$ cat src/rtl/idav_pkg.sv
// ----------------------------------------------------------------------------
// idav_pkg
// Types and constants shared by the indirect draw argument validator modules.
// ----------------------------------------------------------------------------
`default_nettype none

package idav_pkg;

  // Request kinds, carried on the input tuser.
  typedef enum logic [2:0] {
    REQ_CHK_DRAW  = 3'd0,
    REQ_CHK_IDX   = 3'd1,
    REQ_CHK_DISP  = 3'd2,
    REQ_SAN_DRAW  = 3'd3,
    REQ_SAN_IDX   = 3'd4,
    REQ_SAN_DISP  = 3'd5,
    REQ_CLR_ERR   = 3'd6,
    REQ_RST_STATS = 3'd7
  } req_e;

  // Configuration register indexes.
  localparam int unsigned CFG_IDX_W  = 3;
  localparam int unsigned CFG_DATA_W = 48;
  localparam logic [CFG_IDX_W-1:0] CFG_MAX_VTX   = 3'd0;
  localparam logic [CFG_IDX_W-1:0] CFG_MAX_IDX   = 3'd1;
  localparam logic [CFG_IDX_W-1:0] CFG_MAX_INST  = 3'd2;
  localparam logic [CFG_IDX_W-1:0] CFG_MAX_AXIS  = 3'd3;
  localparam logic [CFG_IDX_W-1:0] CFG_MAX_TOTAL = 3'd4;
  localparam logic [CFG_IDX_W-1:0] CFG_WARN_ZERO = 3'd5;
  localparam logic [CFG_IDX_W-1:0] CFG_MAX_LOG   = 3'd6;

  // Reset values of the configuration registers.
  localparam logic [31:0] RST_MAX_VTX   = 32'd16777216;
  localparam logic [31:0] RST_MAX_IDX   = 32'd16777216;
  localparam logic [31:0] RST_MAX_INST  = 32'd65536;
  localparam logic [31:0] RST_MAX_AXIS  = 32'd65535;
  localparam logic [47:0] RST_MAX_TOTAL = 48'd4194304;
  localparam logic [15:0] RST_MAX_LOG   = 16'd1024;

  // Issue mask bit positions.
  localparam int unsigned ISSUE_W       = 11;
  localparam int unsigned ISS_ZERO_VTX  = 0;
  localparam int unsigned ISS_ZERO_IDX  = 1;
  localparam int unsigned ISS_ZERO_INST = 2;
  localparam int unsigned ISS_ZERO_GRP  = 3;
  localparam int unsigned ISS_EXC_VTX   = 4;
  localparam int unsigned ISS_EXC_IDX   = 5;
  localparam int unsigned ISS_EXC_INST  = 6;
  localparam int unsigned ISS_EXC_GRP   = 7;
  localparam int unsigned ISS_OOB_VTX   = 8;
  localparam int unsigned ISS_OOB_IDX   = 9;
  localparam int unsigned ISS_NEG_OFS   = 10;

  // A buffer size of all ones disables the bounds check.
  localparam logic [31:0] ALL_ONES32 = 32'hFFFF_FFFF;

  localparam int unsigned IN_TDATA_W  = 192;
  localparam int unsigned IN_TUSER_W  = 3;
  localparam int unsigned OUT_TDATA_W = 288;

  localparam int unsigned Q_DEPTH = 2;

  typedef struct packed {
    logic [31:0] max_vtx;
    logic [31:0] max_idx;
    logic [31:0] max_inst;
    logic [31:0] max_axis;
    logic [47:0] max_total;
    logic        warn_zero;
    logic [15:0] max_log;
  } cfg_t;

  // Classified command handed from the front to the back.
  typedef struct packed {
    req_e               req;
    logic [ISSUE_W-1:0] mask;
    logic [1:0]         zero_n;
    logic [1:0]         excess_n;
    logic               bounds_n;
    logic [2:0]         issue_n;
    logic [1:0]         clamp_n;
    logic               need_prod;
    logic [63:0]        xy;
    logic [31:0]        out_main;
    logic [31:0]        out_iy;
    logic [31:0]        out_z;
  } cmd_t;

  typedef struct packed {
    logic full;
    logic valid;
  } q_stat_t;

  typedef struct packed {
    logic pop;
    logic commit;
  } bk_stat_t;

  typedef enum logic [2:0] {
    BK_IDLE   = 3'd0,
    BK_MUL_LO = 3'd1,
    BK_MUL_HI = 3'd2,
    BK_CHECK  = 3'd3,
    BK_COMMIT = 3'd4
  } bk_state_e;

endpackage

`default_nettype wire

$ cat src/rtl/idav_queue.sv
// ----------------------------------------------------------------------------
// idav_queue
// Two-entry queue of classified commands between the front and the back.
// ----------------------------------------------------------------------------
`default_nettype none

module idav_queue (
  input  wire logic          clk_i,
  input  wire logic          rst_ni,
  input  wire logic          wr_i,
  input  wire idav_pkg::cmd_t wr_data_i,
  input  wire logic          rd_i,
  output idav_pkg::cmd_t     rd_data_o,
  output idav_pkg::q_stat_t  stat_o
);

  localparam int unsigned PtrW = $clog2(idav_pkg::Q_DEPTH);

  idav_pkg::cmd_t  mem_q [idav_pkg::Q_DEPTH];
  logic [PtrW-1:0] wptr_q, wptr_d, rptr_q, rptr_d;
  logic [PtrW:0]   cnt_q, cnt_d;
  logic            do_wr, do_rd;

  assign stat_o.full  = (cnt_q == (PtrW+1)'(idav_pkg::Q_DEPTH));
  assign stat_o.valid = (cnt_q != '0);
  assign do_wr = wr_i && !stat_o.full;
  assign do_rd = rd_i && stat_o.valid;

  always_comb begin
    wptr_d = do_wr ? wptr_q + PtrW'(1) : wptr_q;
    rptr_d = do_rd ? rptr_q + PtrW'(1) : rptr_q;
    cnt_d  = cnt_q + (PtrW+1)'(do_wr) - (PtrW+1)'(do_rd);
  end

  always_ff @(posedge clk_i or negedge rst_ni) begin
    if (!rst_ni) begin
      wptr_q <= '0;
      rptr_q <= '0;
      cnt_q  <= '0;
    end else begin
      wptr_q <= wptr_d;
      rptr_q <= rptr_d;
      cnt_q  <= cnt_d;
    end
  end

  always_ff @(posedge clk_i) begin
    if (do_wr) begin
      mem_q[wptr_q] <= wr_data_i;
    end
  end

  assign rd_data_o = mem_q[rptr_q];

endmodule

`default_nettype wire

$ cat config.mk
export PLATFORM = sky130hd
export DESIGN_NAME = idav_queue
export DESIGN_NICKNAME = d
export VERILOG_FILES = /design/src/rtl/idav_pkg.sv /design/src/rtl/idav_queue.sv
export SDC_FILE = /design/constraint.sdc
export NUM_CORES = 1
export LEC_CHECK = 0
export BUFFER_PORTS_ARGS = -buffer_cell sky130_fd_sc_hd__buf_2
export CORE_MARGIN = 2
export CORE_UTILIZATION = 35
export CTS_BUF_LIST = sky130_fd_sc_hd__clkbuf_8
export CTS_CLUSTER_SIZE = 24
export DETAILED_ROUTE_END_ITERATION = 16
export GPL_ROUTABILITY_DRIVEN = 1
export GPL_TIMING_DRIVEN = 0
export RECOVER_POWER = 100
export SYNTH_ARGS = -nofsm -noshare
export SYNTH_HDL_FRONTEND = slang
export SYNTH_SLANG_ARGS = --single-unit
$ cat constraint.sdc
create_clock -name clk_i -period 23.2 [get_ports clk_i]
set_input_delay 1.16 -clock clk_i [delete_from_list [all_inputs] [get_ports clk_i]]
set_output_delay 1.16 -clock clk_i [all_outputs]
set_load 0.005 [all_outputs]
# Yosys cells after proc, flatten, opt, wreduce, memory -nomap -nowiden
# Memories as Yosys holds them, arrays and structs flattened.
# Cells that the tools add are included.
[word_totals]
ff_bits = 4
ram_bits = 370
mem_count = 1
out_inout_bits = 187
[mem_list]
columns = ["name", "words", "width", "rd", "rd_ports_with_merged_regs", "wr", "line", "source"]
rows = [
  ["mem_q", 2, 185, 1, 0, 1, "idav_queue.sv:19", "idav_pkg::cmd_t mem_q [idav_pkg::Q_DEPTH];"],
]
[op_classes]
eq_ne = 1
add_sub_neg = 4
n_mux = 2
n_reduce_logical = 4
[ops]
columns = ["op", "count"]
rows = [
  ["adder 1 bit (second input constant)", 2],
  ["adder 2 x 1 -> 2 bit", 1],
  ["equality test 2 bit (second input constant)", 1],
  ["logical AND 1 bit", 2],
  ["2-to-1 mux 1 bit", 2],
  ["nonzero test 2 bit", 1],
  ["subtractor 2 x 1 -> 2 bit", 1],
  ["logical NOT 1 bit", 1],
]

# Longest topological paths before layout
[logic_depth]
word_depth = 5
ltp_mapped = 7

# Worst setup path before layout
# OpenSTA, ideal clock, no wires.
[synth_timing]
path_kind = "input to register"
from = "in wr_i"
to = "mem mem_q[0][0] in the netlist's numbering, enable pin"
path_slack_ns = 13.541
setup_ns = 0.733
path_stages = 2
t_arrival_ns = 8.926
path_cell_list = "nand2_1 > nor2_1"
[synth_between]
elab_chain_cells = 3
[synth_lines]
columns = ["element", "line", "source"]
rows = [
  ["from (decl)", "idav_queue.sv:10", "input wire logic wr_i,"],
  ["logical AND 1 bit", "idav_queue.sv:26", "assign do_wr = wr_i && !stat_o.full;"],
  ["2-to-1 mux 1 bit", "idav_queue.sv:48", "if (do_wr) begin"],
  ["2-to-1 mux 1 bit (not written as such)", "idav_queue.sv:49", "mem_q[wptr_q] <= wr_data_i;"],
  ["to (decl)", "idav_queue.sv:19", ""],
]
# Every way passes these cells.

# Final worst setup path
[layout_timing]
from = "in wr_i"
to = "mem mem_q[0][114] in the netlist's numbering, enable pin"
# Same word-level chain as after synthesis.

==> impl_metrics.env <==
export IMPL_relSlewSlack_pct=-122
export IMPL_synth_cell_types=16
export IMPL_crit_path_max_incr_delay_ps=1320
export IMPL_die_x_um=205
export IMPL_fin_nets=1238
export IMPL_ant_nets=0
export IMPL_synth_cells=594
export IMPL_use_met3_pct=6.05
export IMPL_finalSetupViolCount=0
export IMPL_critPathMostFrequentCell="clkbuf_1"
export IMPL_final_cell_area_um2=17100
export IMPL_wl_mm=29.9
export IMPL_vias=7158
export IMPL_synthesis_area_um2=14100
export IMPL_final_cells=1626
export IMPL_antenna_found_initial=7
export IMPL_power_density_nw_per_um2=120
export IMPL_period_needed_ps=5570
export IMPL_final_util_pct=43.0
export IMPL_tns_ps=0
export IMPL_io_buffers=375
export IMPL_numCtsBuffers=66
export IMPL_hp_class="input port to asynchronous set/reset pin"
export IMPL_start_util_pct=35.5
export IMPL_fillers=3746
export IMPL_worst_path_max_fanout=29
export IMPL_grtUsageTotal_pct=13.8
export IMPL_dpl_instance_area_um2=16900
export IMPL_synth_seq_cells=374
export IMPL_cts_clk_slew_worst_paths_ps=60
export IMPL_cts_setup_buffers=0
export IMPL_gp_congestion=0.716
export IMPL_timing_fmax_mhz=180
export IMPL_routed_via_density=4.40
export IMPL_p_leak_nw=6.18
export IMPL_postCtsHoldBufs=0
export IMPL_gr_total_overflow=0
export IMPL_worst_pin_slew_ps=3330
export IMPL_crit_arrival_ps=5750
export IMPL_cpMaxStageDelayCell="clkbuf_1"
export IMPL_worstSetupPathType="input port to register"
export IMPL_rows=73
export IMPL_cts_repair_resized=0
export IMPL_end_kind="register"
export IMPL_drv_cap=7
export IMPL_seq_area_frac_synth_pct=79.3
export IMPL_grtUsageMet1_pct=15.2
export IMPL_grt_start_max_net_pins=58
export IMPL_ioPinCount=376
export IMPL_worst_endpoint_required_ps=23380
export IMPL_total_power_mw=2.06
export IMPL_placed_cells_incl_taps=1504
export IMPL_first_iter_violations=260
export IMPL_rrSetupSlack_ps=17730
export IMPL_first_global_vias=7552
export IMPL_slew_viol_final=278
export IMPL_cts_buffer_depth=3
export IMPL_multi_input_area_um2=2230
export IMPL_core_um2=39800
export IMPL_hpwl_mm=20.1
export IMPL_drive_gt1_share_pct=35.6
export IMPL_violations="max-capacitance violations, max-slew violations"
export IMPL_htree_levels=3
export IMPL_worstRegToRegCells=6
export IMPL_ctsRootBufferMaster="clkbuf_8"
export IMPL_synth_nets=785
export IMPL_status="finished with violations"
export IMPL_firstDrtPassIters=4
export IMPL_r2r_start="cnt_q[1]"
export IMPL_avgSynthCellArea_um2=23.8
export IMPL_worstReg2RegEnd="mem_q[0][114]"
export IMPL_clock_skew_ps=18.3
export IMPL_drc=0
export IMPL_busiest_layer="met2"
export IMPL_crit_chain="buf_2, nand2_1, nor2_1, clkbuf_1, clkbuf_1, clkbuf_1"
export IMPL_cts_tree="built"
export IMPL_die_area_um2=42000
export IMPL_start_kind="input port"
export IMPL_period_share_pct=24.0
export IMPL_critPathLaunch="wr_i"
export IMPL_seqCellArea_um2=11200
export IMPL_ys_warn_count=0
export IMPL_rsz0062_at_grt="no"
export IMPL_clock_sinks=374
export IMPL_die_height_um=205
export IMPL_vdd_drop_max_uv=60.3
export IMPL_met2_usage_pct=22.5
export IMPL_area_growth_pct=21.2
export IMPL_final_hold_violation_count=0
export IMPL_critPathCapture="mem_q[0][114]"
export IMPL_clock_latency_ps=590
export IMPL_wl_per_cell_um=18.4
export IMPL_grt_pass1_wl_mm=43.0
-- synthesized netlist by cell type --
master      n  area share, %
or2_2       1          0.044
buf_2       4           0.14
and2_1      1          0.044
mux2_4    140             15
nand2b_1    1          0.044
xnor2_1     3           0.19
edfxtp_1  370             79
and3_1      1          0.044
dfrtp_1     4           0.71
nand2_1     1          0.027
inv_1       2          0.053
nor2_1      1          0.027
ha_1        2           0.18
xor2_1      1          0.062
buf_6      17            1.4
mux2_2     45            3.6
-- flip-flops by register name (all words and copies together) (netlist names) --
name and flops:
rptr_q 1, cnt_q 2, wptr_q 1, mem_q 370
-- critical path: cells and delay by family --
family	cells	cell delay (ps)
buffers and inverters	4	3760
and+or+nand+nor	2	780
-- stage by stage --
step                      worst slack [ps]  hold WS, ps
final                                17630          389
after global routing                 17120          357
after CTS                            19960          288
after detailed placement             20370          494
after global placement                8170          479
after floorplan                      13540          460
-- final cells by class --
type	instances	area share, %
flip-flops and latches	374	65.4
multi-input cells	197	13.0
repair buffers	385	10.3
clock buffers	67	5.38
well taps	525	3.83
clock inverters	51	1.47
plain buffers	21	0.460
diodes	4	0.0584
inverters	2	0.0438
-- cells in the final DEF, fill, tap and decap left out, types with 2 or more instances in the layout --
master,n
clkinv_1,15
ha_1,2
buf_2,251
inv_1,26
edfxtp_1,370
clkbuf_8,67
xnor2_1,3
mux2_1,126
clkbuf_1,154
dfrtp_1,4
inv_6,2
mux2_2,44
clkinv_2,4
clkinvlp_4,5
diode_2,4
mux2_4,15
-- worst min path at each step --
stage,start,to,slack [ps]
after detailed placement,cnt_q[1],cnt_q[1],490
after global placement,wptr_q,wptr_q,480
final,rst_ni,wptr_q,390
after global routing,rst_ni,wptr_q,360
after CTS,rst_ni,wptr_q,290
after floorplan,cnt_q[1],cnt_q[1],460
-- cells by family (layout without fill, tap and decap cells) --
family | after synthesis | after routing | share of synthesized area [%]
buffers and inverters | 23 | 526 | 1.55
XOR/XNOR | 4 | 4 | 0.248
multiplexers | 185 | 185 | 18.5
AND/OR/NAND/NOR | 6 | 6 | 0.230
adder cells (fa/ha/maj) | 2 | 2 | 0.177
other | 0 | 4 | 0
flip-flops | 374 | 374 | 79.3
-- routing by layer --
metal	up-vias	wire length, um
li1	3293	-
met1	3506	11200
met2	287	14700
met3	64	3050
met4	8	857
met5	-	47
-- power by group --
part,total (mW),switching (mW),internal (mW)
clock network,0.543,0.262,0.281
registers,0.962,0.0275,0.934
logic,0.557,0.318,0.239
Power figures use the tool's default switching activity.
