[src/rtl/idav_pkg.sv]
// ----------------------------------------------------------------------------
// idav_pkg
// Types and constants shared by the indirect draw argument validator modules.
// ----------------------------------------------------------------------------
`default_nettype none

package idav_pkg;

  // Request kinds, carried on the input tuser.
  typedef enum logic [2:0] {
    REQ_CHK_DRAW  = 3'd0,
    REQ_CHK_IDX   = 3'd1,
    REQ_CHK_DISP  = 3'd2,
    REQ_SAN_DRAW  = 3'd3,
    REQ_SAN_IDX   = 3'd4,
    REQ_SAN_DISP  = 3'd5,
    REQ_CLR_ERR   = 3'd6,
    REQ_RST_STATS = 3'd7
  } req_e;

  // Configuration register indexes.
  localparam int unsigned CFG_IDX_W  = 3;
  localparam int unsigned CFG_DATA_W = 48;
  localparam logic [CFG_IDX_W-1:0] CFG_MAX_VTX   = 3'd0;
  localparam logic [CFG_IDX_W-1:0] CFG_MAX_IDX   = 3'd1;
  localparam logic [CFG_IDX_W-1:0] CFG_MAX_INST  = 3'd2;
  localparam logic [CFG_IDX_W-1:0] CFG_MAX_AXIS  = 3'd3;
  localparam logic [CFG_IDX_W-1:0] CFG_MAX_TOTAL = 3'd4;
  localparam logic [CFG_IDX_W-1:0] CFG_WARN_ZERO = 3'd5;
  localparam logic [CFG_IDX_W-1:0] CFG_MAX_LOG   = 3'd6;

  // Reset values of the configuration registers.
  localparam logic [31:0] RST_MAX_VTX   = 32'd16777216;
  localparam logic [31:0] RST_MAX_IDX   = 32'd16777216;
  localparam logic [31:0] RST_MAX_INST  = 32'd65536;
  localparam logic [31:0] RST_MAX_AXIS  = 32'd65535;
  localparam logic [47:0] RST_MAX_TOTAL = 48'd4194304;
  localparam logic [15:0] RST_MAX_LOG   = 16'd1024;

  // Issue mask bit positions.
  localparam int unsigned ISSUE_W       = 11;
  localparam int unsigned ISS_ZERO_VTX  = 0;
  localparam int unsigned ISS_ZERO_IDX  = 1;
  localparam int unsigned ISS_ZERO_INST = 2;
  localparam int unsigned ISS_ZERO_GRP  = 3;
  localparam int unsigned ISS_EXC_VTX   = 4;
  localparam int unsigned ISS_EXC_IDX   = 5;
  localparam int unsigned ISS_EXC_INST  = 6;
  localparam int unsigned ISS_EXC_GRP   = 7;
  localparam int unsigned ISS_OOB_VTX   = 8;
  localparam int unsigned ISS_OOB_IDX   = 9;
  localparam int unsigned ISS_NEG_OFS   = 10;

  // A buffer size of all ones disables the bounds check.
  localparam logic [31:0] ALL_ONES32 = 32'hFFFF_FFFF;

  localparam int unsigned IN_TDATA_W  = 192;
  localparam int unsigned IN_TUSER_W  = 3;
  localparam int unsigned OUT_TDATA_W = 288;

  localparam int unsigned Q_DEPTH = 2;

  typedef struct packed {
    logic [31:0] max_vtx;
    logic [31:0] max_idx;
    logic [31:0] max_inst;
    logic [31:0] max_axis;
    logic [47:0] max_total;
    logic        warn_zero;
    logic [15:0] max_log;
  } cfg_t;

  // Classified command handed from the front to the back.
  typedef struct packed {
    req_e               req;
    logic [ISSUE_W-1:0] mask;
    logic [1:0]         zero_n;
    logic [1:0]         excess_n;
    logic               bounds_n;
    logic [2:0]         issue_n;
    logic [1:0]         clamp_n;
    logic               need_prod;
    logic [63:0]        xy;
    logic [31:0]        out_main;
    logic [31:0]        out_iy;
    logic [31:0]        out_z;
  } cmd_t;

  typedef struct packed {
    logic full;
    logic valid;
  } q_stat_t;

  typedef struct packed {
    logic pop;
    logic commit;
  } bk_stat_t;

  typedef enum logic [2:0] {
    BK_IDLE   = 3'd0,
    BK_MUL_LO = 3'd1,
    BK_MUL_HI = 3'd2,
    BK_CHECK  = 3'd3,
    BK_COMMIT = 3'd4
  } bk_state_e;

endpackage

`default_nettype wire

[src/rtl/idav_front.sv]
// ----------------------------------------------------------------------------
// idav_front
// Accepts request words and classifies them: limit, zero and bounds checks,
// sanitize clamping, and the first partial product X*Y of a dispatch.
// ----------------------------------------------------------------------------
`default_nettype none

module idav_front (
  input  wire logic                             s_axis_tvalid,
  output      logic                             s_axis_tready,
  input  wire logic [idav_pkg::IN_TDATA_W-1:0]  s_axis_tdata,
  input  wire logic [idav_pkg::IN_TUSER_W-1:0]  s_axis_tuser,
  input  wire idav_pkg::cfg_t                   cfg_i,
  input  wire idav_pkg::q_stat_t                q_stat_i,
  output      logic                             q_wr_o,
  output idav_pkg::cmd_t                        cmd_o
);

  logic [31:0] a, b, z, first, voff, size, lim;
  logic        idx, z_a, z_b, e_a, e_b, oob, neg, zd, ed, c_a, c_b;
  logic [32:0] end_sum;
  idav_pkg::req_e req;

  assign a     = s_axis_tdata[31:0];
  assign b     = s_axis_tdata[63:32];
  assign z     = s_axis_tdata[95:64];
  assign first = s_axis_tdata[127:96];
  assign voff  = s_axis_tdata[159:128];
  assign size  = s_axis_tdata[191:160];
  assign req   = idav_pkg::req_e'(s_axis_tuser);

  assign s_axis_tready = !q_stat_i.full;
  assign q_wr_o        = s_axis_tvalid && !q_stat_i.full;

  always_comb begin
    idx     = (req == idav_pkg::REQ_CHK_IDX) || (req == idav_pkg::REQ_SAN_IDX);
    lim     = idx ? cfg_i.max_idx : cfg_i.max_vtx;
    end_sum = {1'b0, first} + {1'b0, a};

    z_a = (a == '0) && cfg_i.warn_zero;
    z_b = (b == '0) && cfg_i.warn_zero;
    e_a = a > lim;
    e_b = b > cfg_i.max_inst;
    oob = (size != idav_pkg::ALL_ONES32) && (end_sum > {1'b0, size});
    neg = idx && voff[31];
    zd  = ((a == '0) || (b == '0) || (z == '0)) && cfg_i.warn_zero;
    ed  = (a > cfg_i.max_axis) || (b > cfg_i.max_axis) || (z > cfg_i.max_axis);
    c_a = a > lim;
    c_b = b > cfg_i.max_inst;

    cmd_o           = '0;
    cmd_o.req       = req;
    cmd_o.out_main  = a;
    cmd_o.out_iy    = b;
    cmd_o.out_z     = z;
    cmd_o.xy        = {32'b0, a} * {32'b0, b};

    case (req)
      idav_pkg::REQ_CHK_DRAW, idav_pkg::REQ_CHK_IDX: begin
        cmd_o.mask[idav_pkg::ISS_ZERO_VTX] = z_a && !idx;
        cmd_o.mask[idav_pkg::ISS_ZERO_IDX] = z_a && idx;
        cmd_o.mask[idav_pkg::ISS_ZERO_INST] = z_b;
        cmd_o.mask[idav_pkg::ISS_EXC_VTX] = e_a && !idx;
        cmd_o.mask[idav_pkg::ISS_EXC_IDX] = e_a && idx;
        cmd_o.mask[idav_pkg::ISS_EXC_INST] = e_b;
        cmd_o.mask[idav_pkg::ISS_OOB_VTX] = oob && !idx;
        cmd_o.mask[idav_pkg::ISS_OOB_IDX] = oob && idx;
        cmd_o.mask[idav_pkg::ISS_NEG_OFS] = neg;
        cmd_o.zero_n   = 2'(z_a) + 2'(z_b);
        cmd_o.excess_n = 2'(e_a) + 2'(e_b);
        cmd_o.bounds_n = oob;
        cmd_o.issue_n  = 3'(z_a) + 3'(z_b) + 3'(e_a) + 3'(e_b) + 3'(oob) + 3'(neg);
      end
      idav_pkg::REQ_CHK_DISP: begin
        cmd_o.mask[idav_pkg::ISS_ZERO_GRP] = zd;
        cmd_o.mask[idav_pkg::ISS_EXC_GRP]  = ed;
        cmd_o.zero_n    = 2'(zd);
        cmd_o.excess_n  = 2'(ed);
        cmd_o.issue_n   = 3'(zd) + 3'(ed);
        cmd_o.need_prod = 1'b1;
      end
      idav_pkg::REQ_SAN_DRAW, idav_pkg::REQ_SAN_IDX: begin
        cmd_o.out_main = c_a ? lim : a;
        cmd_o.out_iy   = c_b ? cfg_i.max_inst : b;
        cmd_o.clamp_n  = 2'(c_a) + 2'(c_b);
      end
      idav_pkg::REQ_SAN_DISP: begin
        cmd_o.out_main = (a > cfg_i.max_axis) ? cfg_i.max_axis : a;
        cmd_o.out_iy   = (b > cfg_i.max_axis) ? cfg_i.max_axis : b;
        cmd_o.out_z    = (z > cfg_i.max_axis) ? cfg_i.max_axis : z;
        cmd_o.clamp_n  = 2'd1;
      end
      default: ;
    endcase
  end

endmodule

`default_nettype wire

[config.mk]
export PLATFORM = sky130hd
export DESIGN_NAME = idav_front
export DESIGN_NICKNAME = d
export VERILOG_FILES = /design/src/rtl/idav_pkg.sv /design/src/rtl/idav_front.sv
export SDC_FILE = /design/constraint.sdc
export NUM_CORES = 2
export LEC_CHECK = 0
export BUFFER_PORTS_ARGS = -buffer_cell sky130_fd_sc_hd__buf_2
export CORE_MARGIN = 1
export CORE_UTILIZATION = 45
export DETAILED_ROUTE_END_ITERATION = 8
export PLACE_DENSITY_LB_ADDON = 0.08
export SETUP_SLACK_MARGIN = 0.2
export SLEW_MARGIN = 5
export SYNTH_ARGS = -nofsm -noshare
export SYNTH_HDL_FRONTEND = slang
export SYNTH_SLANG_ARGS = --single-unit
[constraint.sdc]
create_clock -name vclk -period 7.8
set_input_delay 0 -clock vclk [all_inputs]
set_output_delay 0 -clock vclk [all_outputs]
set_load 0.1 [all_outputs]
## Word-level counts from Yosys, hierarchy flattened

Index checks and enable logic that the tools add are counted.

- Bits in registers: 0
- Latch bits: 0
- RAM bits: 0
- ROM bits: 0
- Output and inout bits: 187
- Logic and storage cells: 65
- Memories kept: 0

- Add/subtract/negate cells: 9
- Multiply operators: 1
- Div/mod/pow operators: 0
- Magnitude comparators: 6
- Equality and inequality tests: 6
- Shifts and indexed selects: 0
- Mux-type cells: 18
- Bitwise logic cells: 0
- Reductions and logical operators: 25

Operator list:

| kind | count |
|---|---|
| two-way mux 32 bit | 7 |
| > comparator 32 bit | 5 |
| one-hot mux 64 bit (2 select lines) | 1 |
| logical NOT 32 bit | 3 |
| multiplier 32 x 32 -> 64 bit | 1 |
| adder 32 x 32 -> 33 bit | 1 |
| > comparator 33 x 32 -> 1 bit | 1 |
| != test 32 bit, second input constant | 1 |
| logical AND 1 bit | 12 |
| adder 3 x 1 -> 3 bit | 3 |
| two-way mux 3 bit | 3 |
| adder 1 x 1 -> 2 bit | 4 |
| one-hot mux 4 bit (2 select lines) | 1 |
| equality test 3 x 2 -> 1 bit, second input constant | 2 |
| equality test 3 bit, second input constant | 2 |
| one-hot mux 3 bit (2 select lines) | 1 |
| logical OR 1 bit | 5 |
| two-way mux 1 bit | 4 |
| one-hot mux 2 bit (2 select lines) | 1 |
| OR reduction 2 bit | 2 |
| adder 2 x 1 -> 3 bit | 1 |
| equality test 3 x 1 -> 1 bit, second input constant | 1 |
| logical NOT 3 bit | 1 |
| logical NOT 1 bit | 2 |

## Depth between registers and ports, before layout

- Depth in word-level cells: 9
- Gate-level depth with buffers: 29

## Least setup slack after synthesis

OpenSTA, ideal clock, no wires.

- Path kind: in2out
- Start point: input s_axis_tdata[25] (netlist bit)
- End point: output cmd_o[157] (netlist bit)
- Arrival: 8151 ps
- Path slack: -351 ps
- Stages on the path: 25
- Path buffers: 2
- Cell sequence: clkbuf_1 clkbuf_1 and2_1 fa_1 inv_1 fa_1 fa_1 fa_1 inv_1 fa_1 fa_1 fa_1 inv_1 fa_1 inv_1 ha_1 nand2_1 nor2_1 nand4_1 or4b_4 a2111oi_4 o21ai_2 a211oi_1 a211oi_1 xnor2_1

RTL lines:

| element | line | text |
|---|---|---|
| start, declared | idav_front.sv:11 | `input wire logic [idav_pkg::IN_TDATA_W-1:0] s_axis_tdata,` |
| end, declared | idav_front.sv:16 | `output idav_pkg::cmd_t cmd_o` |

==> impl.org <==
** GRT
- Summed over all layers, the global routing overflow is 0.
- Across every metal layer, demand over resource in global routing totals 0.329.
- Maximum number of pins on one net before global-route repair :: 34
- The number of antenna violations at the first check in global routing was 12.
- Number of global-route vias before repair :: 36.7k
- Global-route wire length before repair :: 235 mm

** Min path
- The worst hold path was traced through 3 stages.
- The tightest min-delay check is of the in -> out type.
- Worst Hold Path EP :: s_axis_tready
- Startpoint of the tightest hold check path :: q_stat_i[1]

** Timing
- Number of setup violations in the final report :: 0
- Final-report max-slew violation count :: 0
- Unrepaired setup endpoints after global routing :: true
- Final-report hold violation count :: 0
- Transition time of the tightest slew-check pin :: 1120 ps
- Post-layout min period :: 7450 ps
- The worst pin sits at a relative slew slack of 0.252.
- Dividing the final minimum period by the clock period gives 0.955.
- Based on the critical path, the design can be clocked at up to 134 MHz.
- After layout, the worst setup slack is 350 ps.

** Critical path
- Top cell by count, worst path :: fa_1
- STA classifies the critical path startpoint as a primary input.
- Among all stages on the critical path, the largest delay is contributed by fa_1.
- STA classifies the critical path endpoint as an output pin.
- Arrival time reported for the critical path endpoint :: 7450 ps
- In this run the worst path has a maximum fanout of 8.
- Among cell families on the critical path, the largest total delay comes from adder cells.
- Slowest cell delay on critical path :: 570 ps
- CP Buf/Inv Count :: 8
- At the worst endpoint, the required time is 7800 ps.
- Category of the critical setup timing path :: in -> out

** Floorplanning
- Die width :: 308 um
- Standard cell core area :: 92200 um^2
- Starting density of the core :: 0.457
- The die is 308 um tall.
- Row generation in the floorplan step produced 111 rows.
- The die covers 94800 um^2.
- Number of I/O pins :: 578

** Route
- Antenna viol nets, final :: 0
- Violation count after the first detailed-routing iteration :: 2780
- The routed layout has 35.6k vias.
- Via density :: 5.38
- Initial DRT Pass Iterations :: 6
- # DRC :: 0
- Average wire length per cell after detail routing :: 23.3 um
- Wirelength, routed :: 154 mm

** Final layout
- Counting the clock-network buffers in the layout gives 0.
- Area taken by flip-flops and latches :: 0 um^2
- The area growth from synthesis to layout is 15.3%.
- In the final layout, the share of cells above drive strength 1 is 0.162.
- Nets :: 7158
- In the final layout, the multi-input gates occupy 37800 um^2.
- There are 0 flip-flops and latches.
- Fill cell instance count of the final layout :: 8981

** Synth
- Distinct cell type count of the synthesized netlist :: 69
- Synthesized cell area :: 42100 um^2
- Mean cell area of the mapped netlist :: 8.60 um^2
- Sorting the synthesized cells by area gives the leading types as fa_1 (43%), ha_1 (15%), inv_1 (9.1%).
- Synthesized net count :: 6681
- The cell count after synthesis came out at 4899.
- The share of the Yosys chip area taken by registers is 0.
- The share of synthesized area in the top cell type comes to 0.428.
- The commonest cells after synthesis are inv_1 (1021), fa_1 (900), and2_1 (602).
- Dominant cell by count in the synthesized netlist :: inv_1
- During synthesis, Yosys emitted a total of 0 warnings.
- Top cell type by total area after synthesis :: fa_1

** Flow run
- Across the run, the number of max-cap violations was 0.

** Status
- The flow ran to the end, and the final reports show no timing, DRC or antenna violations.

** Placement
- At the placement stage, the worst setup path has a slack of -33.8 ps.
- The wire-length estimate of the detail-placed layout is 136 mm.
- Routability-driven placement finished with a final weighted congestion of 0.968.
- PortBufs :: 482
==> logic make-up after synthesis <==
kind of cell / count (synthesis) / synth area share
AND/OR/NAND/NOR: 1494 / 0.183
adder cells (fa/ha/maj): 1391 / 0.574
buffers and inverters: 1288 / 0.115
AO/OA/AOI/OAI: 573 / 0.0931
XOR/XNOR: 88 / 0.0183
multiplexers: 65 / 0.0164
==> final cells by class <==
class              count  area share
inverters           1022      0.0790
multi-input cells   3611       0.777
repair buffers       741       0.112
well taps           1243      0.0320
diodes                 4    0.000206
==> cells in the final DEF (no fill, tap or decap), types with 92 or more instances in the layout <==
cell type / n
ha_1: 484
and2_1: 593
a21oi_1: 131
nor2_1: 92
fa_1: 886
nand2_1: 515
a21o_1: 135
buf_2: 399
inv_1: 1020
buf_4: 237
o21ai_0: 92
==> how the worst max path moves through the flow <==
stage	startpoint	to	depth (start not counted)
after CTS	s_axis_tdata[13]	cmd_o[155]	28
after global placement	s_axis_tdata[41]	cmd_o[153]	30
after detailed placement	s_axis_tdata[41]	cmd_o[153]	30
final	s_axis_tdata[18]	cmd_o[153]	26
after floorplan	s_axis_tdata[28]	cmd_o[140]	22
after global routing	s_axis_tdata[27]	cmd_o[158]	30
==> per-stage QoR <==
| stage | utilization | instance area [um^2] | cells | TNS, ps | hold WS [ps] |
|---|---|---|---|---|---|
| after floorplan | - | 42300 | 4899 | 0 | 212 |
| after global placement | 0.520 | 48000 | 6615 | 0 | 389 |
| after detailed placement | 0.520 | 48000 | 6615 | -33.8 | 397 |
| after CTS | 0.521 | 48000 | 6615 | 0 | 397 |
| after global routing | 0.527 | 48600 | 6620 | 0 | 405 |
| final | 0.527 | 48600 | 6621 | 0 | 394 |
==> what timing repair did <==
item,in CTS,in global routing
pin swaps,4,47
hold buffers,0,0
gates resized for setup,14,174
buffers inserted,0,2
setup endpoints to repair,13,27
==> routing by layer <==
metal	share of wire	global-route usage
met2	0.45	0.519
met5	0.00018	0
met3	0.062	0.0334
met4	0.033	0.0893
met1	0.45	0.481
Power is not shown: default switching activity piles up to over one toggle a cycle in this logic, so the estimate is an artifact.
