`config.mk`:
```
export PLATFORM = sky130hd
export DESIGN_NAME = idav_cfg
export DESIGN_NICKNAME = d
export VERILOG_FILES = /design/src/rtl/idav_pkg.sv /design/src/rtl/idav_cfg.sv
export SDC_FILE = /design/constraint.sdc
export NUM_CORES = 1
export LEC_CHECK = 0
export ABC_AREA = 1
export BUFFER_PORTS_ARGS = -buffer_cell sky130_fd_sc_hd__buf_2
export CAP_MARGIN = 15
export CORE_UTILIZATION = 36
export CTS_CLUSTER_SIZE = 12
export DETAILED_ROUTE_END_ITERATION = 10
export GPL_ROUTABILITY_DRIVEN = 0
export GPL_TIMING_DRIVEN = 0
export PLACE_DENSITY = 0.63
export SLEW_MARGIN = 20
export SYNTH_ARGS = -nofsm -noshare
export SYNTH_HDL_FRONTEND = slang
export SYNTH_SLANG_ARGS = --single-unit
export TNS_END_PERCENT = 30
```
`constraint.sdc`:
```
create_clock -name clk_i -period 0.9 [get_ports clk_i]
set_input_delay 0.045 -clock clk_i [delete_from_list [all_inputs] [get_ports clk_i]]
set_output_delay 0.045 -clock clk_i [all_outputs]
set_load 0.03 [all_outputs]
```
`src/rtl/idav_pkg.sv`:
```
// ----------------------------------------------------------------------------
// idav_pkg
// Types and constants shared by the indirect draw argument validator modules.
// ----------------------------------------------------------------------------
`default_nettype none

package idav_pkg;

  // Request kinds, carried on the input tuser.
  typedef enum logic [2:0] {
    REQ_CHK_DRAW  = 3'd0,
    REQ_CHK_IDX   = 3'd1,
    REQ_CHK_DISP  = 3'd2,
    REQ_SAN_DRAW  = 3'd3,
    REQ_SAN_IDX   = 3'd4,
    REQ_SAN_DISP  = 3'd5,
    REQ_CLR_ERR   = 3'd6,
    REQ_RST_STATS = 3'd7
  } req_e;

  // Configuration register indexes.
  localparam int unsigned CFG_IDX_W  = 3;
  localparam int unsigned CFG_DATA_W = 48;
  localparam logic [CFG_IDX_W-1:0] CFG_MAX_VTX   = 3'd0;
  localparam logic [CFG_IDX_W-1:0] CFG_MAX_IDX   = 3'd1;
  localparam logic [CFG_IDX_W-1:0] CFG_MAX_INST  = 3'd2;
  localparam logic [CFG_IDX_W-1:0] CFG_MAX_AXIS  = 3'd3;
  localparam logic [CFG_IDX_W-1:0] CFG_MAX_TOTAL = 3'd4;
  localparam logic [CFG_IDX_W-1:0] CFG_WARN_ZERO = 3'd5;
  localparam logic [CFG_IDX_W-1:0] CFG_MAX_LOG   = 3'd6;

  // Reset values of the configuration registers.
  localparam logic [31:0] RST_MAX_VTX   = 32'd16777216;
  localparam logic [31:0] RST_MAX_IDX   = 32'd16777216;
  localparam logic [31:0] RST_MAX_INST  = 32'd65536;
  localparam logic [31:0] RST_MAX_AXIS  = 32'd65535;
  localparam logic [47:0] RST_MAX_TOTAL = 48'd4194304;
  localparam logic [15:0] RST_MAX_LOG   = 16'd1024;

  // Issue mask bit positions.
  localparam int unsigned ISSUE_W       = 11;
  localparam int unsigned ISS_ZERO_VTX  = 0;
  localparam int unsigned ISS_ZERO_IDX  = 1;
  localparam int unsigned ISS_ZERO_INST = 2;
  localparam int unsigned ISS_ZERO_GRP  = 3;
  localparam int unsigned ISS_EXC_VTX   = 4;
  localparam int unsigned ISS_EXC_IDX   = 5;
  localparam int unsigned ISS_EXC_INST  = 6;
  localparam int unsigned ISS_EXC_GRP   = 7;
  localparam int unsigned ISS_OOB_VTX   = 8;
  localparam int unsigned ISS_OOB_IDX   = 9;
  localparam int unsigned ISS_NEG_OFS   = 10;

  // A buffer size of all ones disables the bounds check.
  localparam logic [31:0] ALL_ONES32 = 32'hFFFF_FFFF;

  localparam int unsigned IN_TDATA_W  = 192;
  localparam int unsigned IN_TUSER_W  = 3;
  localparam int unsigned OUT_TDATA_W = 288;

  localparam int unsigned Q_DEPTH = 2;

  typedef struct packed {
    logic [31:0] max_vtx;
    logic [31:0] max_idx;
    logic [31:0] max_inst;
    logic [31:0] max_axis;
    logic [47:0] max_total;
    logic        warn_zero;
    logic [15:0] max_log;
  } cfg_t;

  // Classified command handed from the front to the back.
  typedef struct packed {
    req_e               req;
    logic [ISSUE_W-1:0] mask;
    logic [1:0]         zero_n;
    logic [1:0]         excess_n;
    logic               bounds_n;
    logic [2:0]         issue_n;
    logic [1:0]         clamp_n;
    logic               need_prod;
    logic [63:0]        xy;
    logic [31:0]        out_main;
    logic [31:0]        out_iy;
    logic [31:0]        out_z;
  } cmd_t;

  typedef struct packed {
    logic full;
    logic valid;
  } q_stat_t;

  typedef struct packed {
    logic pop;
    logic commit;
  } bk_stat_t;

  typedef enum logic [2:0] {
    BK_IDLE   = 3'd0,
    BK_MUL_LO = 3'd1,
    BK_MUL_HI = 3'd2,
    BK_CHECK  = 3'd3,
    BK_COMMIT = 3'd4
  } bk_state_e;

endpackage

`default_nettype wire

```
`src/rtl/idav_cfg.sv`:
```
// ----------------------------------------------------------------------------
// idav_cfg
// Configuration registers of the validator, written through a plain port.
// ----------------------------------------------------------------------------
`default_nettype none

module idav_cfg (
  input  wire logic                            clk_i,
  input  wire logic                            rst_ni,
  input  wire logic                            cfg_we_i,
  input  wire logic [idav_pkg::CFG_IDX_W-1:0]  cfg_idx_i,
  input  wire logic [idav_pkg::CFG_DATA_W-1:0] cfg_data_i,
  output idav_pkg::cfg_t                       cfg_o
);

  idav_pkg::cfg_t cfg_q, cfg_d;

  always_comb begin
    cfg_d = cfg_q;
    if (cfg_we_i) begin
      case (cfg_idx_i)
        idav_pkg::CFG_MAX_VTX:   cfg_d.max_vtx   = cfg_data_i[31:0];
        idav_pkg::CFG_MAX_IDX:   cfg_d.max_idx   = cfg_data_i[31:0];
        idav_pkg::CFG_MAX_INST:  cfg_d.max_inst  = cfg_data_i[31:0];
        idav_pkg::CFG_MAX_AXIS:  cfg_d.max_axis  = cfg_data_i[31:0];
        idav_pkg::CFG_MAX_TOTAL: cfg_d.max_total = cfg_data_i[47:0];
        idav_pkg::CFG_WARN_ZERO: cfg_d.warn_zero = cfg_data_i[0];
        idav_pkg::CFG_MAX_LOG:   cfg_d.max_log   = cfg_data_i[15:0];
        default: ;
      endcase
    end
  end

  always_ff @(posedge clk_i or negedge rst_ni) begin
    if (!rst_ni) begin
      cfg_q.max_vtx   <= idav_pkg::RST_MAX_VTX;
      cfg_q.max_idx   <= idav_pkg::RST_MAX_IDX;
      cfg_q.max_inst  <= idav_pkg::RST_MAX_INST;
      cfg_q.max_axis  <= idav_pkg::RST_MAX_AXIS;
      cfg_q.max_total <= idav_pkg::RST_MAX_TOTAL;
      cfg_q.warn_zero <= 1'b1;
      cfg_q.max_log   <= idav_pkg::RST_MAX_LOG;
    end else begin
      cfg_q <= cfg_d;
    end
  end

  assign cfg_o = cfg_q;

endmodule

`default_nettype wire

```
* Word level (Yosys, flattened, before mapping)
Index checks and enable logic that the tools add are counted.
** Storage, ports and cells
- Register bits :: 193
- Input port bits :: 54
- Output and inout port bits :: 193
- Logic and storage cells :: 21
** Cells by class
- Eq/ne operators :: 6
- Reduce and logical (&&, ||, !) cells :: 8
** Operators with widths (count)
- $reduce_and A2 Y1 :: 7
- $eq A3 B3 Y1 const B :: 3
- $eq A3 B2 Y1 const B :: 2
- $eq A3 B1 Y1 const B :: 1
- $logic_not A3 Y1 :: 1

* Depth between registers and ports, before layout
Gate-level depths: netlist of the first run.
- Depth after elaboration :: 2
- Gate-level depth with buffers :: 7
- Gate-level depth less buffers :: 5

* Least setup slack after synthesis of the first run
No wires, ideal clock.
- Path type :: input to register
- Start :: input cfg_idx_i[0] (netlist bit)
- End :: register cfg_q, in the netlist cfg_o[44]
- Arrival time :: 0.817 ns
- Required time :: 0.782 ns
- Setup slack :: -0.034 ns
- Stages on the path :: 6
- Path through :: nor2_2 -> nand2_1 -> buf_2 -> buf_2 -> nand2_1 -> nand2_1
** Between the ends
- Longest elaborated chain between the ends :: 2
** Ends and longest elaborated chain
- start: declaration :: line idav_cfg.sv:11 : input wire logic [idav_pkg::CFG_IDX_W-1:0] cfg_idx_i,
- $eq A3 B3 Y1 :: line idav_cfg.sv:21 : case (cfg_idx_i)
- $reduce_and A2 Y1 (no source line)
- end signal: assignment :: line idav_cfg.sv:44 : cfg_q <= cfg_d;
- end: declaration :: line idav_cfg.sv:16 : idav_pkg::cfg_t cfg_q, cfg_d;
No other way between the ends.
A chain may end at the register's enable or synchronous reset.

* Final worst setup path of the first run
- Start :: register cfg_q, in the netlist cfg_o[153]
- End :: output cfg_o[153] (netlist bit)
** RTL lines
- end: declaration :: line idav_cfg.sv:13 : output idav_pkg::cfg_t cfg_o
No word-level cell between the ends.

==> results of run 1 <==
## kinds of logic after synthesis
family,synth area share [%]
buffers and inverters,3.11
DFF,64.5
and+or+nand+nor,32.3
## per-layer routing
metal / track usage [%] / wire length (um) / up-vias
met4: 7.97 / 597 / 0
met3: 5.63 / 1580 / 38
met2: 39.5 / 12400 / 245
li1: - / - / 3403
met1: 31.4 / 11100 / 3475
met5: 0 / 0 / -
## power by group
part	total [mW]	switching (mW)	internal, mW
clock	7.74	3.56	4.18
combinational	10.4	5.90	4.46
sequential	11.7	1.25	10.4
## Yosys cell counts
| cell | n | area share (%) |
|---|---|---|
| sky130_fd_sc_hd__inv_1 | 2 | 0.10 |
| sky130_fd_sc_hd__dfstp_2 | 22 | 7.7 |
| sky130_fd_sc_hd__nand3_1 | 145 | 9.6 |
| sky130_fd_sc_hd__nor2_4 | 1 | 0.15 |
| sky130_fd_sc_hd__dfrtp_1 | 171 | 57 |
| sky130_fd_sc_hd__nand2_1 | 445 | 22 |
| sky130_fd_sc_hd__inv_2 | 4 | 0.20 |
| sky130_fd_sc_hd__buf_2 | 16 | 1.1 |
| sky130_fd_sc_hd__nor2_2 | 3 | 0.25 |
| sky130_fd_sc_hd__clkbuf_1 | 35 | 1.7 |
| sky130_fd_sc_hd__nor2_1 | 2 | 0.10 |
## repair_timing
action,4_1_cts,5_1_grt
endpoints found under the setup margin,306,340
gates resized for setup,399,33
hold endpoints to repair,366,0
hold buffers,49,0
setup buffers,15,32
## cell type report
type / count / area (um^2) / area share (%)
clock inverters: 15 / 171 / 1.44
multi-input cells: 596 / 2470 / 20.8
inverters: 6 / 22.5 / 0.190
clock buffers: 17 / 425 / 3.58
plain buffers: 51 / 244 / 2.05
flip-flops and latches: 193 / 4860 / 40.9
well taps: 270 / 338 / 2.84
diodes: 3 / 7.51 / 0.0632
repair buffers: 344 / 3350 / 28.2
## worst paths after layout
path | to | startpoint | slack (ns) | cells after the start
max in group asynchronous | cfg_o[70]$_DFFE_PN1P_ | rst_ni | 0.10 | 3
setup reg to reg | cfg_o[139]$_DFFE_PN0P_ | cfg_o[139]$_DFFE_PN0P_ | 0.02 | 4
setup / recovery | cfg_o[153] | cfg_o[153]$_DFFE_PN1P_ | -0.27 | 1
min in group asynchronous | cfg_o[92]$_DFFE_PN0P_ | rst_ni | 0.06 | 2
hold reg to reg | cfg_o[39]$_DFFE_PN1P_ | cfg_o[39]$_DFFE_PN1P_ | 0.47 | 2
hold / removal | cfg_o[65]$_DFFE_PN1P_ | cfg_we_i | 0.009 | 5
==> metrics, run 1 <==
final non-filler cell area ~12,000 um^2; die span in y 147 um; Overall Global Routing Usage around 24%; maximum clock frequency 851 MHz; Bufs and invs on worst path 1; sequential area share after synthesis 64.5%; remaining antenna violation count after routing 0; root buffer selected by CTS sky130_fd_sc_hd__clkbuf_16; shortest period the worst path allows 1.17 ns; Congestion Overflow GR 0; data arrival at the endpoint of the critical path 1.13 ns; full die area 21,500 um^2; Final Hold Slack 0.00939 ns; Mapped Cells around 850; worst slack after detailed placement -0.674 ns; wire length of the first global-routing pass 39.6 mm; number of synthesized register bits between 150 and 200; number of filler cells placed in the layout 1,748; maximum fanout along the worst path 2; largest net degree at the start of global routing 85; status finished, violations left; boundary pin count 247; dpl cells 1,364; total nets after synthesis 900; commonest cells after routing, fill and taps aside sky130_fd_sc_hd__nand2_1, sky130_fd_sc_hd__buf_6, sky130_fd_sc_hd__dfrtp_1; Worst Slack Setup Final -0.275 ns; worst setup path class reg -> out; Final nets 1,263; DRC marker count from the first detailed-route iteration 384; slowest stage cell on the critical path sky130_fd_sc_hd__dfstp_2; layout overhead on the synthesized area 57.9%; clock transition at the register clock pins on the worst setup and hold paths after CTS roughly 0.080 ns; drt drc 0; type of element capturing the critical path primary output; post-layout power 29.8 mW; Hold Vio Cnt, Final 0; failing checks negative setup slack; data required time of the worst path 0.85 ns; buffer levels on the longest clock path 2; unrepaired setup endpoints after global routing yes; type of the most critical hold path in -> reg; Die Wd ~150 um; Final Skew 0 ns; Setup violations, final 193; leakage dissipation ~6.4 nW; maximum level of the CTS H-tree 4; DP Wirelength 16.5 mm; vias 7,161; number of non-filler instances in the completed layout roughly 1,500; routed vias/inst 4.79; power per cell area 2510 nW/um^2; Port Buffer Count around 250; final WL 25.7 mm; longest individual stage delay on the worst path 0.56 ns; fraction of final layout cells sized beyond drive strength 1 between 30% and 40%; total clock sinks between 150 and 200; via count of the first global-routing pass 7,008; type of element launching the critical path flip-flop; later-pin clock latency in the skew report around 0.43 ns; clock tree from TritonCTS yes; worst slew margin relative to its limit 65.6%; distinct cell type count after synthesis 11; total CTS buffers 17; mean post-synth cell area 8.89 um^2; flip-flop count of the largest register after layout between 150 and 200; period utilisation layout 131%; number of warning messages in the yosys log 0; Rows between 50 and 60; final routed wire length divided by cell count 17.2 um; number of antenna violations at the first check in global routing 2; largest delay contributor family on the critical path flip-flops; core outline area around 20,000 um^2; most frequent standard cell in the layout excluding fill and tap cells sky130_fd_sc_hd__nand2_1; critical path cell sequence buf_6; length of the first detailed-routing pass in iterations 4; MaxCap Viol Count 0; Placed Instance Area 9160 um^2; starting density of the core 37.0%; final total negative setup slack -24.92 ns; utilization after layout 58.3%; number of pins with negative max-slew slack in the final report 0; Worst-Margin Slew 0.515 ns; Max rail drop VDD approximately 1300 uV; combined area of all synthesized cells 7520 um^2
Power figures use the tool's default switching activity.
==> run 2: changes to the inputs <==
--- a/config.mk
+++ b/config.mk
@@ -8,6 +8,7 @@
 export ABC_AREA = 1
 export BUFFER_PORTS_ARGS = -buffer_cell sky130_fd_sc_hd__buf_2
 export CAP_MARGIN = 15
+export CORE_MARGIN = 2
 export CORE_UTILIZATION = 36
 export CTS_CLUSTER_SIZE = 12
 export DETAILED_ROUTE_END_ITERATION = 10
==> constraint.sdc (replaced) <==
create_clock -name clk_i -period 1.2 [get_ports clk_i]
set_input_delay 0.06 -clock clk_i [delete_from_list [all_inputs] [get_ports clk_i]]
set_output_delay 0.06 -clock clk_i [all_outputs]
set_load 0.03 [all_outputs]
==> run 2 against run 1 <==
Effect of this change: the flow finishes with violations (negative hold slack); clock-buffer cell count increased by 3; first-iteration DRC count up 6.8%; clock skew is the same; sequential share of layout area increased by 6.1 points; die area rose by 2.7%; register-to-register slack improved by 0.42 ns; cell area decreased by 13%; critical path type unchanged; critical endpoint is now cfg_o[74]; largest power group unchanged.
==> metrics, run 2 (same netlist as run 1, synthesis figures left out) <==
Congestion Overflow GR 0 (unchanged); length of the first detailed-routing pass in iterations 5 (+1); vias 6,960 (-2.8%); Die Wd 149 um (+1.4%); final total negative setup slack 0 ns (+24.92 ns); buffer levels on the longest clock path 2 (unchanged); number of inserted diodes 0 (-3); Final Hold Slack -0.568 ns (-0.577 ns); wire length of the first global-routing pass 38.2 mm (-3.5%); power per cell area 1940 nW/um^2 (-23%); Final nets 1,215 (-3.8%); Rows 52 (unchanged); final routed wire length divided by cell count 17.1 um (-0.57%); commonest cells after routing, fill and taps aside sky130_fd_sc_hd__nand2_1, sky130_fd_sc_hd__buf_2, sky130_fd_sc_hd__dfrtp_1; maximum level of the CTS H-tree 4 (unchanged); total CTS buffers 17 (unchanged); Hold Vio Cnt, Final 91 (+91); later-pin clock latency in the skew report 0.42 ns (about the same); largest net degree at the start of global routing 95 (+12%); clock tree from TritonCTS yes; critical path cell sequence buf_6; flip-flop count of the largest register after layout 193 (unchanged); leakage dissipation 5.77 nW (-9.2%); drt drc 0 (unchanged); worst setup path class reg -> out; number of pins with negative max-slew slack in the final report 0 (unchanged); dpl cells 1,364 (unchanged); number of buffers inserted to repair setup after CTS 0 (-15); unrepaired setup endpoints after global routing yes; total clock sinks 193 (unchanged); slowest stage cell on the critical path sky130_fd_sc_hd__dfstp_2; DP Wirelength 16.8 mm (+1.6%); failing checks negative hold slack; MaxCap Viol Count 0 (unchanged); number of non-filler instances in the completed layout 1,444 (-3.4%); via count of the first global-routing pass 6,677 (-4.7%); shortest period the worst path allows 1.17 ns; status finished, violations left; starting density of the core 37.0% (unchanged); Setup violations, final 0 (-100%); final WL 24.7 mm (-4.0%); boundary pin count 247 (unchanged); die span in y 149 um (+1.4%); Port Buffer Count 246 (unchanged); Overall Global Routing Usage 22.7% (-1.4 points); Worst Slack Setup Final 0.0271 ns (+0.302 ns); type of element capturing the critical path primary output; layout overhead on the synthesized area 37.4%; longest individual stage delay on the worst path 0.55 ns (about the same); DRC marker count from the first detailed-route iteration 410 (+6.8%); worst slew margin relative to its limit 54.6% (-11 points); largest delay contributor family on the critical path flip-flops; most frequent standard cell in the layout excluding fill and tap cells sky130_fd_sc_hd__nand2_1; number of antenna violations at the first check in global routing 0 (-2); type of the most critical hold path in -> async; maximum clock frequency 853 MHz; worst slack after detailed placement -0.474 ns (+0.199 ns); full die area 22,100 um^2 (+2.7%); Final Skew 0 ns (unchanged); post-layout power 20.1 mW (-33%); clock transition at the register clock pins on the worst setup and hold paths after CTS 0.08 ns (about the same); number of filler cells placed in the layout 1,958 (+12%); fraction of final layout cells sized beyond drive strength 1 27.7% (-4.8 points); data required time of the worst path 1.14 ns (+0.29 ns); routed vias/inst 4.82 (+0.63%); core outline area 20,400 um^2 (unchanged); period utilisation layout 97.7%; data arrival at the endpoint of the critical path 1.11 ns (-0.02 ns); remaining antenna violation count after routing 0 (unchanged); total of hold buffers inserted after clock tree synthesis 48 (-2.0%); root buffer selected by CTS sky130_fd_sc_hd__clkbuf_16; maximum fanout along the worst path 2 (unchanged); Max rail drop VDD 916 uV (-31%); Worst-Margin Slew 0.678 ns (+0.163 ns); type of element launching the critical path flip-flop; Bufs and invs on worst path 1 (unchanged)
[run 2: changes by cell type in the layout (fill, tap and decap cells not counted), sizes merged]
cell | previous run | this run
buf | 311 | 264
clkbuf | 52 | 55
diode | 3 | 0
clkinv | 4 | 2
clkinvlp | 2 | 4
inv | 13 | 11
bufinv | 2 | 1
dlygate4sd3 | 49 | 48
[run 2: layer usage]
layer  vias up  share of wire [%]  global-route usage, %
met5         -                  0                      0
li1       3293                  -                      -
met2       261                 46                   36.2
met4         0                2.2                   7.24
met3        29                7.3                   5.64
met1      3377                 44                   30.5
[run 2: area by class of cell]
class / instances / area, um^2 / area share, %
Clock inverter: 12 / 126 / 1.22
Timing Repair Buffer: 296 / 1890 / 18.3
Clock buffer: 20 / 447 / 4.32
Buffer: 51 / 211 / 2.05
Sequential cell: 193 / 4860 / 47.0
Tap cell: 270 / 338 / 3.27
Multi-Input combinational cell: 596 / 2450 / 23.7
Inverter: 6 / 22.5 / 0.218
[run 2: stage by stage]
stage               utilization, %  area, um^2
finish                        50.8       10300
global route                  50.8       10300
CTS                           50.5       10300
detailed placement            45.0        9160
global placement              44.7        9090
floorplan                        -        7520
[run 2: path summary, 6_finish.rpt]
check                                       from                      to  slack [ns]  depth (start not counted)
hold / removal                            rst_ni  cfg_o[120]$_DFFE_PN0P_       -0.57                          1
hold reg to reg            cfg_o[39]$_DFFE_PN1P_   cfg_o[39]$_DFFE_PN1P_        0.46                          2
setup / recovery           cfg_o[74]$_DFFE_PN1P_               cfg_o[74]        0.03                          1
max in group asynchronous                 rst_ni   cfg_o[71]$_DFFE_PN1P_        0.63                          3
min in group clk_i                  cfg_idx_i[0]   cfg_o[97]$_DFFE_PN0P_        0.06                          4
setup reg to reg           cfg_o[74]$_DFFE_PN1P_   cfg_o[74]$_DFFE_PN1P_        0.44                          2
[run 2: timing repair]
item                       4_1_cts  5_1_grt
setup endpoints to repair       38       24
gates resized for setup         27       14
hold endpoints to repair       284       91
[run 2: report_power, final]
group | total, mW | leakage (nW) | internal, mW | switching [mW]
Combinational | 6.01 | 3.12 | 1.70 | 4.31
Clock | 5.58 | 0.268 | 2.98 | 2.61
Sequential | 8.49 | 2.38 | 7.82 | 0.664
==> run 3: changes to the inputs <==
--- a/config.mk
+++ b/config.mk
@@ -15,6 +15,7 @@
 export GPL_ROUTABILITY_DRIVEN = 0
 export GPL_TIMING_DRIVEN = 0
 export PLACE_DENSITY = 0.63
+export RECOVER_POWER = 25
 export SLEW_MARGIN = 20
 export SYNTH_ARGS = -nofsm -noshare
 export SYNTH_HDL_FRONTEND = slang
==> run 3 against run 2 <==
Effect of this change: the run still ends with negative hold slack left; critical path depth is the same; die area unchanged; register-to-register slack barely moved; sequential cell count unchanged; non-clock buffer count unchanged; largest power group unchanged.
==> metrics, run 3 (same netlist as run 1, synthesis figures left out) <==
starting density of the core 37.0% (unchanged); Rows 52 (unchanged); post-layout power 20.1 mW (about the same); number of inserted diodes 0 (unchanged); Final Skew 0 ns (unchanged); clock transition at the register clock pins on the worst setup and hold paths after CTS 0.08 ns (about the same); switching power total 7.58 mW (about the same); DRC marker count from the first detailed-route iteration 410 (unchanged); later-pin clock latency in the skew report 0.42 ns (about the same); boundary pin count 247 (unchanged); status finished, violations left; via count of the first global-routing pass 6,677 (unchanged); root buffer selected by CTS sky130_fd_sc_hd__clkbuf_16; buffer levels on the longest clock path 2 (unchanged); number of antenna violations at the first check in global routing 0 (unchanged); internal reg-to-reg setup slack 0.44 ns (about the same); length in cells of the worst reg-to-reg path 2 (unchanged); worst slew margin relative to its limit 41.2% (-13 points); final non-filler cell area 10,300 um^2 (-0.16%); Setup violations, final 0 (unchanged); Congestion Overflow GR 0 (unchanged); flip-flop count of the largest register after layout 193 (unchanged); worst slack after detailed placement -0.474 ns (unchanged); slowest stage cell on the critical path sky130_fd_sc_hd__dfstp_2; fraction of final layout cells sized beyond drive strength 1 27.7% (unchanged); vias 6,958 (-0.029%); Final nets 1,215 (unchanged); critical path cell sequence buf_6; layout overhead on the synthesized area 37.2%; longest individual stage delay on the worst path 0.55 ns (about the same); Worst-Margin Slew 0.882 ns (+0.204 ns); length of the first detailed-routing pass in iterations 5 (unchanged); total CTS buffers 17 (unchanged); shortest period the worst path allows 1.17 ns (+0.0000383 ns); period utilisation layout 97.7% (about the same); most frequent standard cell in the layout excluding fill and tap cells sky130_fd_sc_hd__nand2_1; failing checks negative hold slack; unrepaired setup endpoints after global routing yes; die span in y 149 um (unchanged); Final Hold Slack -0.568 ns (-0.000357 ns); largest net degree at the start of global routing 95 (unchanged); Port Buffer Count 246 (unchanged); drt drc 0 (unchanged); fraction of power consumed by the clock network 27.8% (about the same); type of element launching the critical path flip-flop; worst setup path class reg -> out; Comb pwr share 29.9% (about the same); maximum fanout along the worst path 2 (unchanged); endpoint of the worst register-to-register path cfg_o[74]$_DFFE_PN1P_; commonest cells after routing, fill and taps aside sky130_fd_sc_hd__nand2_1, sky130_fd_sc_hd__buf_2, sky130_fd_sc_hd__dfrtp_1; routed vias/inst 4.82 (about the same); wire length of the first global-routing pass 38.2 mm (unchanged); Max rail drop VDD 916 uV (about the same); DP Wirelength 16.8 mm (unchanged); Reg2Reg Launch Point cfg_o[74]$_DFFE_PN1P_; Die Wd 149 um (unchanged); Hold Vio Cnt, Final 91 (unchanged); data required time of the worst path 1.14 ns (about the same); leakage dissipation 5.77 nW (-0.11%); core outline area 20,400 um^2 (unchanged); largest delay contributor family on the critical path flip-flops; Overall Global Routing Usage 22.7% (unchanged); type of element capturing the critical path primary output; Reg power frac 42.3% (about the same); maximum clock frequency 853 MHz (about the same); full die area 22,100 um^2 (unchanged); MaxCap Viol Count 0 (unchanged); final routed wire length divided by cell count 17.1 um (about the same); Worst Slack Setup Final 0.0271 ns (-0.0000383 ns); total clock sinks 193 (unchanged); number of pins with negative max-slew slack in the final report 0 (unchanged); utilization after layout 50.7% (-0.080 points); power per cell area 1940 nW/um^2 (+0.11%); remaining antenna violation count after routing 0 (unchanged); maximum level of the CTS H-tree 4 (unchanged); Placed Instance Area 9160 um^2 (unchanged); Internal Pwr Total 12.5 mW (about the same); final WL 24.7 mm (about the same); clock tree from TritonCTS yes; total of hold buffers inserted after clock tree synthesis 48 (unchanged); type of the most critical hold path in -> async; Bufs and invs on worst path 1 (unchanged); fraction of power spent switching nets 37.8% (about the same); data arrival at the endpoint of the critical path 1.11 ns (about the same)
[run 3: cell counts in the layout (fill, tap and decap cells not counted)]
No cell type changed its count.
[run 3: how the worst max path moves through the flow]
stage	start	to	depth (start not counted)
2_1_floorplan	cfg_idx_i[0]	cfg_o[44]$_DFFE_PN0P_	6
6_report	cfg_o[74]$_DFFE_PN1P_	cfg_o[74]	1
5_1_grt	cfg_o[74]$_DFFE_PN1P_	cfg_o[74]	1
4_1_cts	cfg_o[10]$_DFFE_PN1P_	cfg_o[10]	1
3_5_place_dp	cfg_idx_i[0]	cfg_o[63]$_DFFE_PN0P_	7
3_3_place_gp	rst_ni	cfg_o[7]$_DFFE_PN0P_	1
[run 3: stage by stage]
stage          std cells  setup TNS (ns)
2_1_floorplan        846               0
3_3_place_gp        1362         -646.26
3_5_place_dp        1364          -52.12
4_1_cts             1444               0
5_1_grt             1444         -0.0643
6_report            1444               0
[run 3: worst reg2reg max path: cells and delay by family (launching register included)]
family        cells  cell delay, ns
flops             1            0.55
simple gates      2            0.15
[run 3: cell type report]
cell class | instances | area [um^2]
Fill cell | 1961 | 10000
Sequential cell | 193 | 4860
Multi-Input combinational cell | 596 | 2450
Timing Repair Buffer | 296 | 1880
Clock buffer | 20 | 447
Tap cell | 270 | 338
Buffer | 51 | 211
Clock inverter | 12 | 126
Inverter | 6 | 22.5
[run 3: power groups by stage]
stage	Sequential, mW	Clock, mW	Combinational (mW)
global route	8.64	6.00	6.44
detailed placement	8.55	0	5.78
CTS	8.46	5.70	6.00
finish	8.48	5.58	6.00
global placement	8.53	0	5.68
floorplan	11.0	0	1.12
[run 3: timing repair]
action,CTS,global route
hold endpoints to repair,284,91
setup buffers,0,0
resized for setup,27,14
setup endpoints to repair,38,24
pin swaps,0,0
[run 3: layer usage]
metal	vias up	routed length, um	GRT usage, %
li1	3293	-	-
met3	27	1820	5.64
met2	259	11400	36.2
met5	-	0	0
met4	0	528	7.24
met1	3379	10900	30.5
